## src/rtl/gstcl_pkg.sv

```systemverilog
// Shared types, constants and opcodes for the gradient stop color lookup unit.
package gstcl_pkg;

   localparam int MAX_STOPS_DEF = 16;
   localparam int POS_W = 17;
   localparam int COLOR_W = 24;
   localparam int IDX_IN_W = 4;
   localparam int COUNT_OUT_W = 5;
   localparam logic [POS_W-1:0] POS_ONE = 17'h10000;
   localparam logic [POS_W-1:0] POS_HALF = 17'h08000;
   localparam logic [COLOR_W-1:0] COLOR_WHITE = 24'hFFFFFF;
   localparam logic [COLOR_W-1:0] COLOR_GREEN = 24'h00FF00;
   localparam logic [COLOR_W-1:0] COLOR_BLACK = 24'h000000;
   localparam int ENTRY_W = POS_W + COLOR_W;

   typedef enum logic [1:0] {
      OP_LOOKUP = 2'd0,
      OP_ADD    = 2'd1,
      OP_DELETE = 2'd2,
      OP_SPARE  = 2'd3
   } op_type;

   typedef enum logic [1:0] {
      ST_OK    = 2'd0,
      ST_FULL  = 2'd1,
      ST_RANGE = 2'd2,
      ST_RSVD  = 2'd3
   } status_type;

   typedef struct packed {
      logic [1:0]          operation;
      logic [POS_W-1:0]    position;
      logic [IDX_IN_W-1:0] stop_index;
   } req_type;

   typedef struct packed {
      logic [7:0]             red;
      logic [7:0]             green;
      logic [7:0]             blue;
      logic [COUNT_OUT_W-1:0] count_now;
      logic [1:0]             status;
   } rsp_type;

   // divider handshake between the sequencer and the divide unit
   typedef struct packed {
      logic        start;
      logic [25:0] dividend;
      logic [16:0] divisor;
   } div_cmd_type;

   typedef struct packed {
      logic       done;
      logic [25:0] quotient;
   } div_rsp_type;

   typedef enum logic [3:0] {
      S_IDLE,
      S_INIT,
      S_SCAN,
      S_SCAN_LAST,
      S_RD_LO,
      S_RD_HI,
      S_DIV_START,
      S_DIV_WAIT,
      S_FINISH,
      S_DEL_RD,
      S_DEL_WR,
      S_RESP
   } state_type;

endpackage

```

## src/rtl/gradient_stop_table_color_lookup_unit.sv

```systemverilog
// Gradient stop color lookup unit: stop table in RAM, scan sequencer, divider.
//
// Usage: the req_ channel carries one operation (lookup, add, delete) with a
// Q1.16 position and a slot index; the rsp_ channel returns one beat per
// request with the RGB color, the stop count after the operation and a status.
// One request is worked at a time. A lookup or add reads every stop once from
// the stop RAM (one stop per cycle); to interpolate it then reads the two
// bracket stops and runs three divisions, one per channel, on one divider.
// A delete moves each later stop down one slot, with a read state (S_DEL_RD)
// and a write state (S_DEL_WR) per stop. At reset the table holds three stops
// (0 black, 1.0 white, 0.5 green); they are written by a preload in S_INIT
// during which req_ready stays low. The result sits in an output register;
// while the receiver stalls the block holds it and takes no new request, and
// the next request may be accepted in the cycle after the result beat leaves.
module gradient_stop_table_color_lookup_unit #(
   parameter int MAX_STOPS = gstcl_pkg::MAX_STOPS_DEF
) (
   input  logic               clock,
   input  logic               reset,
   input  logic               req_valid,
   output logic               req_ready,
   input  gstcl_pkg::req_type req_data,
   output logic               rsp_valid,
   input  logic               rsp_ready,
   output gstcl_pkg::rsp_type rsp_data
);
   import gstcl_pkg::*;

   localparam int AW = $clog2(MAX_STOPS);
   localparam int CW = $clog2(MAX_STOPS + 1);

   state_type state_ff, state_in;

   logic [CW-1:0]   count_ff, count_in;
   logic [CW-1:0]   ptr_ff, ptr_in;
   logic [1:0]      op_ff, op_in;
   logic [POS_W-1:0] pos_ff, pos_in;
   logic            match_ff, match_in, hlo_ff, hlo_in, hhi_ff, hhi_in;
   logic [AW-1:0]   lo_ff, lo_in, hi_ff, hi_in;
   logic [POS_W-1:0] lx_ff, lx_in, hx_ff, hx_in;
   logic [COLOR_W-1:0] mc_ff, mc_in, lc_ff, lc_in, hc_ff, hc_in;
   logic [COLOR_W-1:0] col_ff, col_in;
   logic [1:0]      ch_ff, ch_in;
   logic [1:0]      stat_ff, stat_in;
   logic            rv_ff, rv_in;
   logic            scan_rd_ff, scan_rd_in;
   logic [AW-1:0]   scan_idx_ff, scan_idx_in;

   logic              wr_en;
   logic [AW-1:0]     wr_addr, rd_addr;
   logic [ENTRY_W-1:0] wr_data, rd_data;
   logic [POS_W-1:0]  rd_pos;
   logic [COLOR_W-1:0] rd_col;
   logic [POS_W-1:0]  req_pos;

   div_cmd_type div_cmd;
   div_rsp_type div_rsp;

   logic [7:0]  lch, hch;
   logic [16:0] wa, wb;
   logic [25:0] prod_sum;
   logic [7:0]  qsat;
   logic        accept;

   gstcl_ram #(.WIDTH(ENTRY_W), .DEPTH(MAX_STOPS)) u_ram (
      .clock  (clock),
      .wr_en  (wr_en),
      .wr_addr(wr_addr),
      .wr_data(wr_data),
      .rd_addr(rd_addr),
      .rd_data(rd_data)
   );

   gstcl_div u_div (
      .clock(clock),
      .reset(reset),
      .cmd  (div_cmd),
      .rsp  (div_rsp)
   );

   assign rd_pos = rd_data[ENTRY_W-1:COLOR_W];
   assign rd_col = rd_data[COLOR_W-1:0];
   assign req_pos = (req_data.position > POS_ONE) ? POS_ONE : req_data.position;
   assign req_ready = (state_ff == S_IDLE) && !rv_ff;
   assign accept = req_valid && req_ready;

   always_comb begin
      case (ch_ff)
         2'd0:    begin lch = lc_ff[23:16]; hch = hc_ff[23:16]; end
         2'd1:    begin lch = lc_ff[15:8];  hch = hc_ff[15:8];  end
         default: begin lch = lc_ff[7:0];   hch = hc_ff[7:0];   end
      endcase
      wa = pos_ff - lx_ff;
      wb = hx_ff - pos_ff;
      prod_sum = 26'(hch) * 26'(wa) + 26'(lch) * 26'(wb);
      qsat = (div_rsp.quotient > 26'd255) ? 8'hFF : div_rsp.quotient[7:0];
   end

   // next state
   always_comb begin
      state_in = state_ff;
      case (state_ff)
         S_INIT: if (ptr_ff == CW'(2)) state_in = S_IDLE;
         S_IDLE: begin
            if (accept) begin
               if (req_data.operation == OP_DELETE) begin
                  if (CW'(req_data.stop_index) >= count_ff ||
                      32'(req_data.stop_index) >= MAX_STOPS)
                     state_in = S_RESP;
                  else
                     state_in = S_DEL_RD;
               end else if (count_ff == '0) begin
                  state_in = S_FINISH;
               end else begin
                  state_in = S_SCAN;
               end
            end
         end
         S_SCAN:      if (ptr_ff >= count_ff) state_in = S_SCAN_LAST;
         S_SCAN_LAST: begin
            if (match_in || !hlo_in || !hhi_in) state_in = S_FINISH;
            else state_in = S_RD_LO;
         end
         S_RD_LO:     state_in = S_RD_HI;
         S_RD_HI:     state_in = S_DIV_START;
         S_DIV_START: state_in = S_DIV_WAIT;
         S_DIV_WAIT: begin
            if (div_rsp.done) state_in = (ch_ff == 2'd2) ? S_FINISH : S_DIV_START;
         end
         S_FINISH:    state_in = S_RESP;
         S_DEL_RD:    state_in = (ptr_ff >= count_ff) ? S_RESP : S_DEL_WR;
         S_DEL_WR:    state_in = S_DEL_RD;
         S_RESP:      state_in = S_IDLE;
         default:     state_in = S_IDLE;
      endcase
   end

   // datapath and outputs
   always_comb begin
      count_in = count_ff;  ptr_in = ptr_ff;  op_in = op_ff;  pos_in = pos_ff;
      match_in = match_ff;  hlo_in = hlo_ff;  hhi_in = hhi_ff;
      lo_in = lo_ff;  hi_in = hi_ff;  lx_in = lx_ff;  hx_in = hx_ff;
      mc_in = mc_ff;  lc_in = lc_ff;  hc_in = hc_ff;  col_in = col_ff;
      ch_in = ch_ff;  stat_in = stat_ff;  rv_in = rv_ff;
      scan_rd_in = 1'b0;  scan_idx_in = scan_idx_ff;
      wr_en = 1'b0;  wr_addr = '0;  wr_data = '0;  rd_addr = '0;
      div_cmd = '0;
      if (rv_ff && rsp_ready) rv_in = 1'b0;
      case (state_ff)
         S_INIT: begin
            wr_en = 1'b1;
            wr_addr = ptr_ff[AW-1:0];
            case (ptr_ff[1:0])
               2'd0:    wr_data = {17'd0, COLOR_BLACK};
               2'd1:    wr_data = {POS_ONE, COLOR_WHITE};
               default: wr_data = {POS_HALF, COLOR_GREEN};
            endcase
            ptr_in = ptr_ff + CW'(1);
            if (ptr_ff == CW'(2)) count_in = CW'(3);
         end
         S_IDLE: begin
            if (accept) begin
               op_in = req_data.operation;
               pos_in = req_pos;
               stat_in = ST_OK;
               col_in = '0;
               match_in = 1'b0;  hlo_in = 1'b0;  hhi_in = 1'b0;
               ch_in = 2'd0;
               if (req_data.operation == OP_DELETE) begin
                  if (CW'(req_data.stop_index) >= count_ff ||
                      32'(req_data.stop_index) >= MAX_STOPS)
                     stat_in = ST_RANGE;
                  ptr_in = CW'(req_data.stop_index) + CW'(1);
                  rd_addr = AW'(CW'(req_data.stop_index) + CW'(1));
               end else begin
                  rd_addr = '0;
                  ptr_in = CW'(1);
                  scan_rd_in = 1'b1;
                  scan_idx_in = '0;
               end
            end
         end
         S_SCAN, S_SCAN_LAST: begin
            if (state_ff == S_SCAN) begin
               rd_addr = ptr_ff[AW-1:0];
               if (ptr_ff < count_ff) begin
                  scan_rd_in = 1'b1;
                  scan_idx_in = ptr_ff[AW-1:0];
                  ptr_in = ptr_ff + CW'(1);
               end
            end
            if (scan_rd_ff && !match_ff) begin
               if (rd_pos == pos_ff) begin
                  match_in = 1'b1;  mc_in = rd_col;
               end
               if (rd_pos < pos_ff && (!hlo_ff || rd_pos > lx_ff)) begin
                  hlo_in = 1'b1;  lo_in = scan_idx_ff;  lx_in = rd_pos;  lc_in = rd_col;
               end
               if (rd_pos > pos_ff && (!hhi_ff || rd_pos < hx_ff)) begin
                  hhi_in = 1'b1;  hi_in = scan_idx_ff;  hx_in = rd_pos;  hc_in = rd_col;
               end
            end
            if (state_ff == S_SCAN_LAST) begin
               if (match_in) col_in = mc_in;
               else if (hlo_in && !hhi_in) col_in = lc_in;
               else if (!hlo_in && hhi_in) col_in = hc_in;
               else col_in = '0;
            end
         end
         S_RD_LO: rd_addr = lo_ff;
         S_RD_HI: rd_addr = hi_ff;
         S_DIV_START: begin
            div_cmd.start = 1'b1;
            div_cmd.dividend = prod_sum;
            div_cmd.divisor = hx_ff - lx_ff;
         end
         S_DIV_WAIT: begin
            if (div_rsp.done) begin
               case (ch_ff)
                  2'd0:    col_in[23:16] = qsat;
                  2'd1:    col_in[15:8]  = qsat;
                  default: col_in[7:0]   = qsat;
               endcase
               ch_in = ch_ff + 2'd1;
            end
         end
         S_FINISH: begin
            if (op_ff == OP_ADD) begin
               if (32'(count_ff) >= MAX_STOPS) begin
                  stat_in = ST_FULL;
               end else begin
                  wr_en = 1'b1;
                  wr_addr = count_ff[AW-1:0];
                  wr_data = {pos_ff, col_ff};
                  count_in = count_ff + CW'(1);
               end
            end
         end
         S_DEL_RD: begin
            rd_addr = ptr_ff[AW-1:0];
            if (ptr_ff >= count_ff) count_in = count_ff - CW'(1);
         end
         S_DEL_WR: begin
            wr_en = 1'b1;
            wr_addr = AW'(ptr_ff - CW'(1));
            wr_data = rd_data;
            ptr_in = ptr_ff + CW'(1);
            rd_addr = AW'(ptr_ff + CW'(1));
         end
         S_RESP: rv_in = 1'b1;
         default: ;
      endcase
   end

   always_ff @(posedge clock) begin
      if (reset) begin
         state_ff <= S_INIT;
         count_ff <= '0;
         ptr_ff   <= '0;
         rv_ff    <= 1'b0;
         scan_rd_ff <= 1'b0;
      end else begin
         state_ff <= state_in;
         count_ff <= count_in;
         ptr_ff   <= ptr_in;
         rv_ff    <= rv_in;
         scan_rd_ff <= scan_rd_in;
      end
      op_ff <= op_in;  pos_ff <= pos_in;
      match_ff <= match_in;  hlo_ff <= hlo_in;  hhi_ff <= hhi_in;
      lo_ff <= lo_in;  hi_ff <= hi_in;
      lx_ff <= lx_in;  hx_ff <= hx_in;
      mc_ff <= mc_in;  lc_ff <= lc_in;  hc_ff <= hc_in;
      col_ff <= col_in;  ch_ff <= ch_in;  stat_ff <= stat_in;
      scan_idx_ff <= scan_idx_in;
   end

   assign rsp_valid = rv_ff;
   assign rsp_data.red   = col_ff[23:16];
   assign rsp_data.green = col_ff[15:8];
   assign rsp_data.blue  = col_ff[7:0];
   assign rsp_data.count_now = COUNT_OUT_W'(count_ff);
   assign rsp_data.status = stat_ff;

   assert property (@(posedge clock) disable iff (reset)
      rsp_valid && !rsp_ready |=> rsp_valid && $stable(rsp_data))
      else $error("result dropped under stall");
   assert property (@(posedge clock) disable iff (reset) 32'(count_ff) <= MAX_STOPS)
      else $error("stop count overflow");
   assert property (@(posedge clock) disable iff (reset)
      (state_ff == S_DIV_START) |-> hx_ff > lx_ff)
      else $error("zero divisor");
   assert property (@(posedge clock) disable iff (reset)
      rsp_valid && rsp_data.status == ST_RANGE |-> col_ff == '0)
      else $error("delete result carries color");
endmodule

```

## src/rtl/gstcl_ram.sv

```systemverilog
// Generic single-port-write, single-port-read RAM with registered read data.
module gstcl_ram #(
   parameter int WIDTH = 8,
   parameter int DEPTH = 16
) (
   input  logic                     clock,
   input  logic                     wr_en,
   input  logic [$clog2(DEPTH)-1:0] wr_addr,
   input  logic [WIDTH-1:0]         wr_data,
   input  logic [$clog2(DEPTH)-1:0] rd_addr,
   output logic [WIDTH-1:0]         rd_data
);
   logic [WIDTH-1:0] mem_ff [DEPTH];

   always_ff @(posedge clock) begin
      if (wr_en) begin
         mem_ff[wr_addr] <= wr_data;
      end
      rd_data <= mem_ff[rd_addr];
   end
endmodule

```

## src/rtl/gstcl_div.sv

```systemverilog
// Restoring radix-2 divider, one quotient bit per cycle.
module gstcl_div (
   input  logic                  clock,
   input  logic                  reset,
   input  gstcl_pkg::div_cmd_type cmd,
   output gstcl_pkg::div_rsp_type rsp
);
   import gstcl_pkg::*;

   localparam int QW = 26;
   localparam int DW = 17;

   logic [QW-1:0] quo_ff, quo_in;
   logic [DW:0]   rem_ff, rem_in;
   logic [DW-1:0] dvs_ff, dvs_in;
   logic [4:0]    cnt_ff, cnt_in;
   logic          busy_ff, busy_in;
   logic          done_ff, done_in;
   logic [DW+1:0] trial;

   always_comb begin
      quo_in  = quo_ff;
      rem_in  = rem_ff;
      dvs_in  = dvs_ff;
      cnt_in  = cnt_ff;
      busy_in = busy_ff;
      done_in = 1'b0;
      trial   = '0;
      if (cmd.start) begin
         quo_in  = cmd.dividend;
         rem_in  = '0;
         dvs_in  = cmd.divisor;
         cnt_in  = 5'(QW);
         busy_in = 1'b1;
      end else if (busy_ff) begin
         trial = {rem_ff, quo_ff[QW-1]} - {2'b00, dvs_ff};
         if (!trial[DW+1]) begin
            rem_in = trial[DW:0];
            quo_in = {quo_ff[QW-2:0], 1'b1};
         end else begin
            rem_in = {rem_ff[DW-1:0], quo_ff[QW-1]};
            quo_in = {quo_ff[QW-2:0], 1'b0};
         end
         cnt_in = cnt_ff - 5'd1;
         if (cnt_ff == 5'd1) begin
            busy_in = 1'b0;
            done_in = 1'b1;
         end
      end
   end

   always_ff @(posedge clock) begin
      if (reset) begin
         busy_ff <= 1'b0;
         done_ff <= 1'b0;
         cnt_ff  <= '0;
      end else begin
         busy_ff <= busy_in;
         done_ff <= done_in;
         cnt_ff  <= cnt_in;
      end
      quo_ff <= quo_in;
      rem_ff <= rem_in;
      dvs_ff <= dvs_in;
   end

   assign rsp.done     = done_ff;
   assign rsp.quotient = quo_ff;

   assert property (@(posedge clock) disable iff (reset) rsp.done |-> !busy_ff)
      else $error("divider done while busy");
   assert property (@(posedge clock) disable iff (reset) cmd.start |=> busy_ff)
      else $error("divider did not start");
   assert property (@(posedge clock) disable iff (reset) busy_ff |-> cnt_ff != 5'd0)
      else $error("divider count underflow");
endmodule
```

## config.mk

```make
export PLATFORM = sky130hd
export DESIGN_NAME = gradient_stop_table_color_lookup_unit
export DESIGN_NICKNAME = d
export VERILOG_FILES = /design/src/rtl/gstcl_pkg.sv /design/src/rtl/gradient_stop_table_color_lookup_unit.sv /design/src/rtl/gstcl_ram.sv /design/src/rtl/gstcl_div.sv
export SDC_FILE = /design/constraint.sdc
export NUM_CORES = 2
export LEC_CHECK = 0
export ABC_CLOCK_PERIOD_IN_PS = 10170
export BUFFER_PORTS_ARGS = -buffer_cell sky130_fd_sc_hd__buf_2
export CORE_MARGIN = 10
export CORE_UTILIZATION = 47
export CTS_BUF_LIST = sky130_fd_sc_hd__clkbuf_4 sky130_fd_sc_hd__clkbuf_8
export DETAILED_ROUTE_END_ITERATION = 8
export GPL_TIMING_DRIVEN = 0
export PLACE_DENSITY = 0.63
export SYNTH_ARGS = -nofsm -noshare
export SYNTH_HDL_FRONTEND = slang
export SYNTH_SLANG_ARGS = --single-unit
```

## constraint.sdc

```tcl
create_clock -name clock -period 10.17 [get_ports clock]
set_clock_uncertainty 0.2 [all_clocks]
set_input_delay 1.017 -clock clock [delete_from_list [all_inputs] [get_ports clock]]
set_output_delay 1.017 -clock clock [all_outputs]
set_load 0.02 [all_outputs]
```

# Yosys cells after proc, flatten, opt, wreduce, memory -nomap -nowiden
# Memories as Yosys holds them, arrays and structs flattened. A register that Yosys moved wholly into a read port is not among the register bits.
# Cells that the tools add are included.
# totals
regBits	252
ramBits	656
input_bits	27
output_inout_bits	33
elab_cells	242
mem_count	1
# mem_list
memory	words	word_bits	rd	rd_ports_with_merged_regs	write_ports	line	text
u_ram.mem_ff	16	41	1	1	1	gstcl_ram.sv:13	logic [WIDTH-1:0] mem_ff [DEPTH];
# op_classes
n_addsub	12
n_mul	2
magnitude_cmp	10
n_eq_ne	34
muxes	103
bitwise_logic	1
reduce_logical	49
# ops
op	n
24-bit 2-to-1 mux	12
41-bit case mux with 3 select lines	1
41-bit 2-to-1 mux	2
41-bit case mux with 2 select lines	1
24-bit case mux with 3 select lines	1
4-bit 2-to-1 mux	17
26-bit 2-to-1 mux	2
17-bit subtractor	3
8-bit by 17-bit multiplier with 25-bit output	2
5-bit 2-to-1 mux	10
44-bit 2-to-1 mux	1
4-bit case mux with 11 select lines	1
17-bit greater-than comparator	2
17-bit less-than comparator	2
8-bit 2-to-1 mux	4
8-bit case mux with 2 select lines	2
5-bit case mux with 3 select lines	2
1-bit 2-to-1 mux	28
25-bit by 25-bit adder with 26-bit output	1
26-bit by 8-bit greater-than comparator with 1-bit output, second input constant	1
5-bit AND reduction	5
2-bit inequality test, second input constant	12
4-bit case mux with 6 select lines	1
19-bit by 17-bit subtractor with 19-bit output	1
40 further kinds	97

# Depth between registers and ports, before layout
# logic_depth
ltp_word	13
depth_mapped	34
depth_no_buf	34

# Modules after synthesis
# A second synthesis with hierarchy kept.
# unflattened
hier_cells	3750
hier_area_um2	51304.2
# modules_own_cells
mod	instances	cells_each	area_per_inst_um2
gstcl_ram	1	1066	25375.6
gradient_stop_table_color_lookup_unit	1	2354	22277.6
gstcl_div	1	330	3651.0

# Worst setup path before layout
# Ideal clock, no wire load.
# synth_timing
kind	register to register
from	register pos_ff[0]
to	register u_div.quo_ff[25], data pin
setup_time_ps	266
arrival_ps	7344
setup_slack_ps	2360
path_stages_with_launch	34
n_path_buf	0
period_less_slack_ps	7810
cell_sequence	edfxtp_1 -> inv_1 -> ha_1 -> inv_1 -> fa_1 -> a21o_1 -> a21o_1 -> a21oi_1 -> o21ai_0 -> a31oi_1 -> nor2b_1 -> nor2_1 -> xnor2_1 -> nand2_1 -> fa_1 -> inv_1 -> fa_1 -> inv_1 -> fa_1 -> inv_1 -> fa_1 -> fa_1 -> inv_1 -> fa_1 -> inv_1 -> ha_1 -> or2_2 -> a21oi_1 -> nor2_1 -> o21ai_0 -> nor2_1 -> a2111oi_0 -> xnor2_1 -> o21ai_0
# synth_via
elab_chain_cells	5
elab_cells_between_ends	7
# synth_lines
item	line	text
start, declared	gradient_stop_table_color_lookup_unit.sv:37	logic [POS_W-1:0] pos_ff, pos_in;
start signal, assigned	gradient_stop_table_color_lookup_unit.sv:269	op_ff <= op_in; pos_ff <= pos_in;
17-bit subtractor, on equally long branches	gradient_stop_table_color_lookup_unit.sv:93, gradient_stop_table_color_lookup_unit.sv:94	
8-bit by 17-bit multiplier with 25-bit output	gradient_stop_table_color_lookup_unit.sv:95	prod_sum = 26'(hch) * 26'(wa) + 26'(lch) * 26'(wb);
25-bit by 25-bit adder with 26-bit output *	gradient_stop_table_color_lookup_unit.sv:95	
44-bit 2-to-1 mux *	gradient_stop_table_color_lookup_unit.sv:149	case (state_ff)
26-bit 2-to-1 mux *	gstcl_div.sv:29	if (cmd.start) begin
via u_div.quo_in[25]	gstcl_div.sv:13	logic [QW-1:0] quo_ff, quo_in;
end signal, assigned	gstcl_div.sv:62	quo_ff <= quo_in;
end, declared	gstcl_div.sv:13	
# Mark *: on every way through the listed nets, which the timed path passes. The rest lies on a longest branch.
# A chain may end at the register's enable or synchronous reset.

# Worst setup path in the final report
# layout_timing
from	register ch_ff[0]
to	register u_div.quo_ff[25], data pin
# layout_via
elab_chain_cells	6
elab_cells_between_ends	9
# layout_lines
item	line	text
start, declared	gradient_stop_table_color_lookup_unit.sv:43	logic [1:0] ch_ff, ch_in;
start signal, assigned	gradient_stop_table_color_lookup_unit.sv:274	col_ff <= col_in; ch_ff <= ch_in; stat_ff <= stat_in;
2-bit by 1-bit equality test with 1-bit output / 2-bit logical NOT (equally long branches)	gradient_stop_table_color_lookup_unit.sv:88	case (ch_ff)
8-bit case mux with 2 select lines	gradient_stop_table_color_lookup_unit.sv:88	
8-bit by 17-bit multiplier with 25-bit output	gradient_stop_table_color_lookup_unit.sv:95	
25-bit by 25-bit adder with 26-bit output *	gradient_stop_table_color_lookup_unit.sv:95	
44-bit 2-to-1 mux *	gradient_stop_table_color_lookup_unit.sv:149	
26-bit 2-to-1 mux *	gstcl_div.sv:29	
via u_div.quo_in[25]	gstcl_div.sv:13	
# Marks and branches as above.

==> metrics.csv <==
stage;metric;value;unit
routing;DRC Markers;0;
place;Post-Place Cell Area;54400;um2
place;RePlAce Congestion;0.924;
cts;clock latency on the worst-skew pair;0.84;ns
yosys;Synth Cell Area;51600;um2
global_route;first-pass GRT wire length;228000;um
worst_setup_path;Crit Path Class;reg2reg;
yosys;syn_nets;4914;
global_route;gr usage total;0.244;
worst_setup_path;Worst Path Max Fanout;10;
global_route;grt met1 use;0.319;
global_route;largest net degree at the start of global routing;50;
global_route;M3 GR Usage;0.0426;
yosys;synth warn;0;
cts;CTS root buffer;clkbuf_8;
worst_setup_path;Critical Path Slowest Stage Cell;nor2_1;
yosys;asr flop ratio synth;0;
sta;max-slew violations;0;
worst_setup_path;critical path's largest stage delay;0.62;ns
cts;post-CTS setup buffer count;0;
global_route;vias in the first global route;36300;
sta;Max-slew headroom;0.141;
yosys;Top FF cell, synth;edfxtp_1;
routing;WL per Instance;24.3;um
floorplan;Starting Density;0.474;
pwr;Power Density;389;nW/um2
worst_setup_path;critical path data arrival time;9.98;ns
sta;final hold vios;0;
sta;Slew @ Worst Pin;1.29;ns
routing;via count;36400;
global_route;met2 Use GR;0.405;
sta;fin crit period;9.64;ns
pwr;Max VDD drop;0.000872;V
sta;fin crit share;0.948;
cts;Post-CTS Resized;0;
yosys;synth unique cells;84;
global_route;grt total ovfl;0;
run_status;status;completed;
worst_setup_path;Worst Setup End Kind;register;
finish;most common cell after layout, fill and taps aside;edfxtp_1;
floorplan;FP Rows;121;
cts;CTS H-tree depth;4;
cts;clock buffer depth;3;
floorplan;Total Die Area;124000;um2
routing;post-detailed-route count of antenna-violating nets;0;
yosys;Syn Area/Cell;11.6;um2
sta;final setup violation count;0;
run;max_cap viols;0;
sta;maximum clock frequency;104;MHz
finish;most frequent cells in the layout;edfxtp_1 (864), nand2_1 (589), inv_1 (419);
yosys;Mapped Cells;4448;
routing;WL final;152000;um
worst_setup_path;worst reg-to-reg setup slack;0.53;ns
sta;post-route setup slack;0.528;ns
sta;RSZ-0062 raised after global routing;no;
cts;hold_buf cts;0;
floorplan;Die W;351;um
routing;vias per cell;5.83;
routing;DRT iter0 DRCs;3598;
routing;drt first pass iters;6;
finish;Final Cell Area;57700;um2
cts;Inserted Clock Buffers;161;
cts;Worst-path clk slew;0.07;ns
pwr;static leakage;0.0223;uW
cts;clock tree from TritonCTS;done;
place;Post-DP HPWL;111000;um
global_route;GR peak layer;met2;
place;pre-CTS setup slack;0.511;ns
yosys;number of flops mapped to enable cells by yosys;864;
sta;Post-Route Setup TNS;0;ns
min_path;HP Class;in2reg;
worst_setup_path;critical path data required time;10.51;ns
cts;clk sink count;949;
sta;WHS;0.181;ns
place;Buffers on Ports;59;
finish;Area Growth Syn to Fin;11.8;%
yosys;FF+latch count, synth;949;
floorplan;Die H;351;um
finish;Final Util;0.530;
floorplan;I/O pin count;60;
finish;share of cells above drive strength 1;0.101;
floorplan;core area;109000;um2
finish;nets@finish;5167;
global_route;antenna violations before repair;6;
worst_setup_path;crit path launch type;register;
yosys;sequential fraction of the synthesis area;0.535;
finish;Filler cells;9518;
==> sequential cells by signal, summed over array words and instances (netlist names), 4 cells and up <==
signal         count
count_ff           5
u_div.quo_ff      26
lo_ff              4
u_ram.mem_ff     656
mc_ff             24
hc_ff             24
hx_ff             17
scan_idx_ff        4
hi_ff              4
ptr_ff             5
u_div.dvs_ff      17
u_ram.rd_data     41
lc_ff             24
col_ff            24
u_div.rem_ff      18
state_ff           4
pos_ff            17
lx_ff             17
u_div.cnt_ff       5
==> worst paths after layout <==
path                                                   start                         end  cells after the start
worst min-delay path                            req_data[21]          op_ff[0]$_DFFE_PP_                      1
worst max-delay path                  ch_ff[0]$_SDFFCE_PN0P_  u_div.quo_ff[25]$_DFFE_PP_                     30
worst max register to register        ch_ff[0]$_SDFFCE_PN0P_  u_div.quo_ff[25]$_DFFE_PP_                     30
worst min register to register  scan_idx_ff[0]$_SDFFCE_PP0P_          hi_ff[0]$_DFFE_PP_                      0
==> power breakdown <==
group          total (uW)  switching [uW]  internal, uW  leakage, uW
Combinational       13500            8150          5330       0.0114
Clock                3590            1630          1960      0.00178
Sequential           5360             296          5070      0.00914
Total               22400           10100         12400       0.0223
==> worst max-delay path, delay by kind of cell, from the launching register on <==
family / cells / cell delay (ns)
AO/OA/AOI/OAI: 6 / 1.56
XOR/XNOR: 1 / 0.17
adder cells (fa/ha/maj): 8 / 3.70
buffers and inverters: 9 / 1.64
flip-flops: 1 / 0.37
AND/OR/NAND/NOR: 6 / 1.70
==> kinds of logic (layout without fill, tap and decap cells) <==
family	Yosys count	after routing	synth area share
AND/OR/NAND/NOR	1251	1251	0.112
other	0	2	0
XOR/XNOR	91	91	0.0158
adder cells (fa/ha/maj)	439	439	0.139
multiplexers	90	90	0.0182
AO/OA/AOI/OAI	979	979	0.130
flip-flops	949	949	0.535
buffers and inverters	649	1035	0.0487
==> metal layers <==
layer,vias to the layer above,routed length [um]
met5,-,0
met2,1509,72300
met4,0,5400
met3,264,11400
li1,16500,-
met1,18100,62500
==> final cells by class <==
| cell class | instances | area, um2 | area share |
|---|---|---|---|
| sequential | 949 | 27600 | 0.479 |
| inverter | 420 | 1580 | 0.0273 |
| multi-input combinational | 2850 | 21600 | 0.375 |
| antenna | 2 | 5.00 | 0.0000867 |
| clock buffer | 230 | 2780 | 0.0481 |
| tap | 1414 | 1770 | 0.0306 |
| timing repair buffer | 90 | 811 | 0.0140 |
| buffer | 229 | 943 | 0.0163 |
| clock inverter | 66 | 577 | 0.00999 |
==> Yosys cell counts (6+ instances only) <==
master / count / area share
o31ai_1: 9 / 0.0013
a211o_1: 6 / 0.0010
a211oi_1: 219 / 0.032
o221ai_1: 26 / 0.0044
a221o_1: 29 / 0.0056
and3_1: 10 / 0.0012
nand4_1: 12 / 0.0015
xnor2_1: 48 / 0.0081
and2_0: 43 / 0.0052
and2_1: 155 / 0.019
nand3_1: 33 / 0.0032
clkbuf_1: 148 / 0.011
a31oi_1: 123 / 0.015
or2_2: 14 / 0.0017
nor2b_1: 49 / 0.0059
nor3_1: 45 / 0.0044
a311oi_1: 92 / 0.016
nor4_1: 13 / 0.0016
xor2_1: 42 / 0.0071
inv_1: 419 / 0.030
edfxtp_1: 864 / 0.50
o21a_1: 23 / 0.0033
or3_1: 9 / 0.0011
buf_2: 51 / 0.0049
a21o_1: 40 / 0.0058
mux2_2: 26 / 0.0057
o21ai_0: 112 / 0.011
nor2_1: 210 / 0.015
ha_1: 211 / 0.051
nand2b_1: 37 / 0.0045
o21ai_1: 6 / 0.00058
buf_1: 28 / 0.0020
a21oi_1: 205 / 0.020
fa_1: 228 / 0.088
mux2i_1: 63 / 0.012
dfxtp_1: 85 / 0.033
a22o_1: 16 / 0.0027
o21bai_1: 8 / 0.0012
o211ai_1: 13 / 0.0019
nand2_1: 589 / 0.043
==> stage by stage <==
stage | total power [uW] | cells
4_1_cts | 22400 | 6248
6_report | 22400 | 6250
5_1_grt | 24600 | 6250
3_5_place_dp | 18800 | 5952
2_1_floorplan | 15500 | 4448
3_3_place_gp | 18500 | 5921
Power figures use the tool's default switching activity.
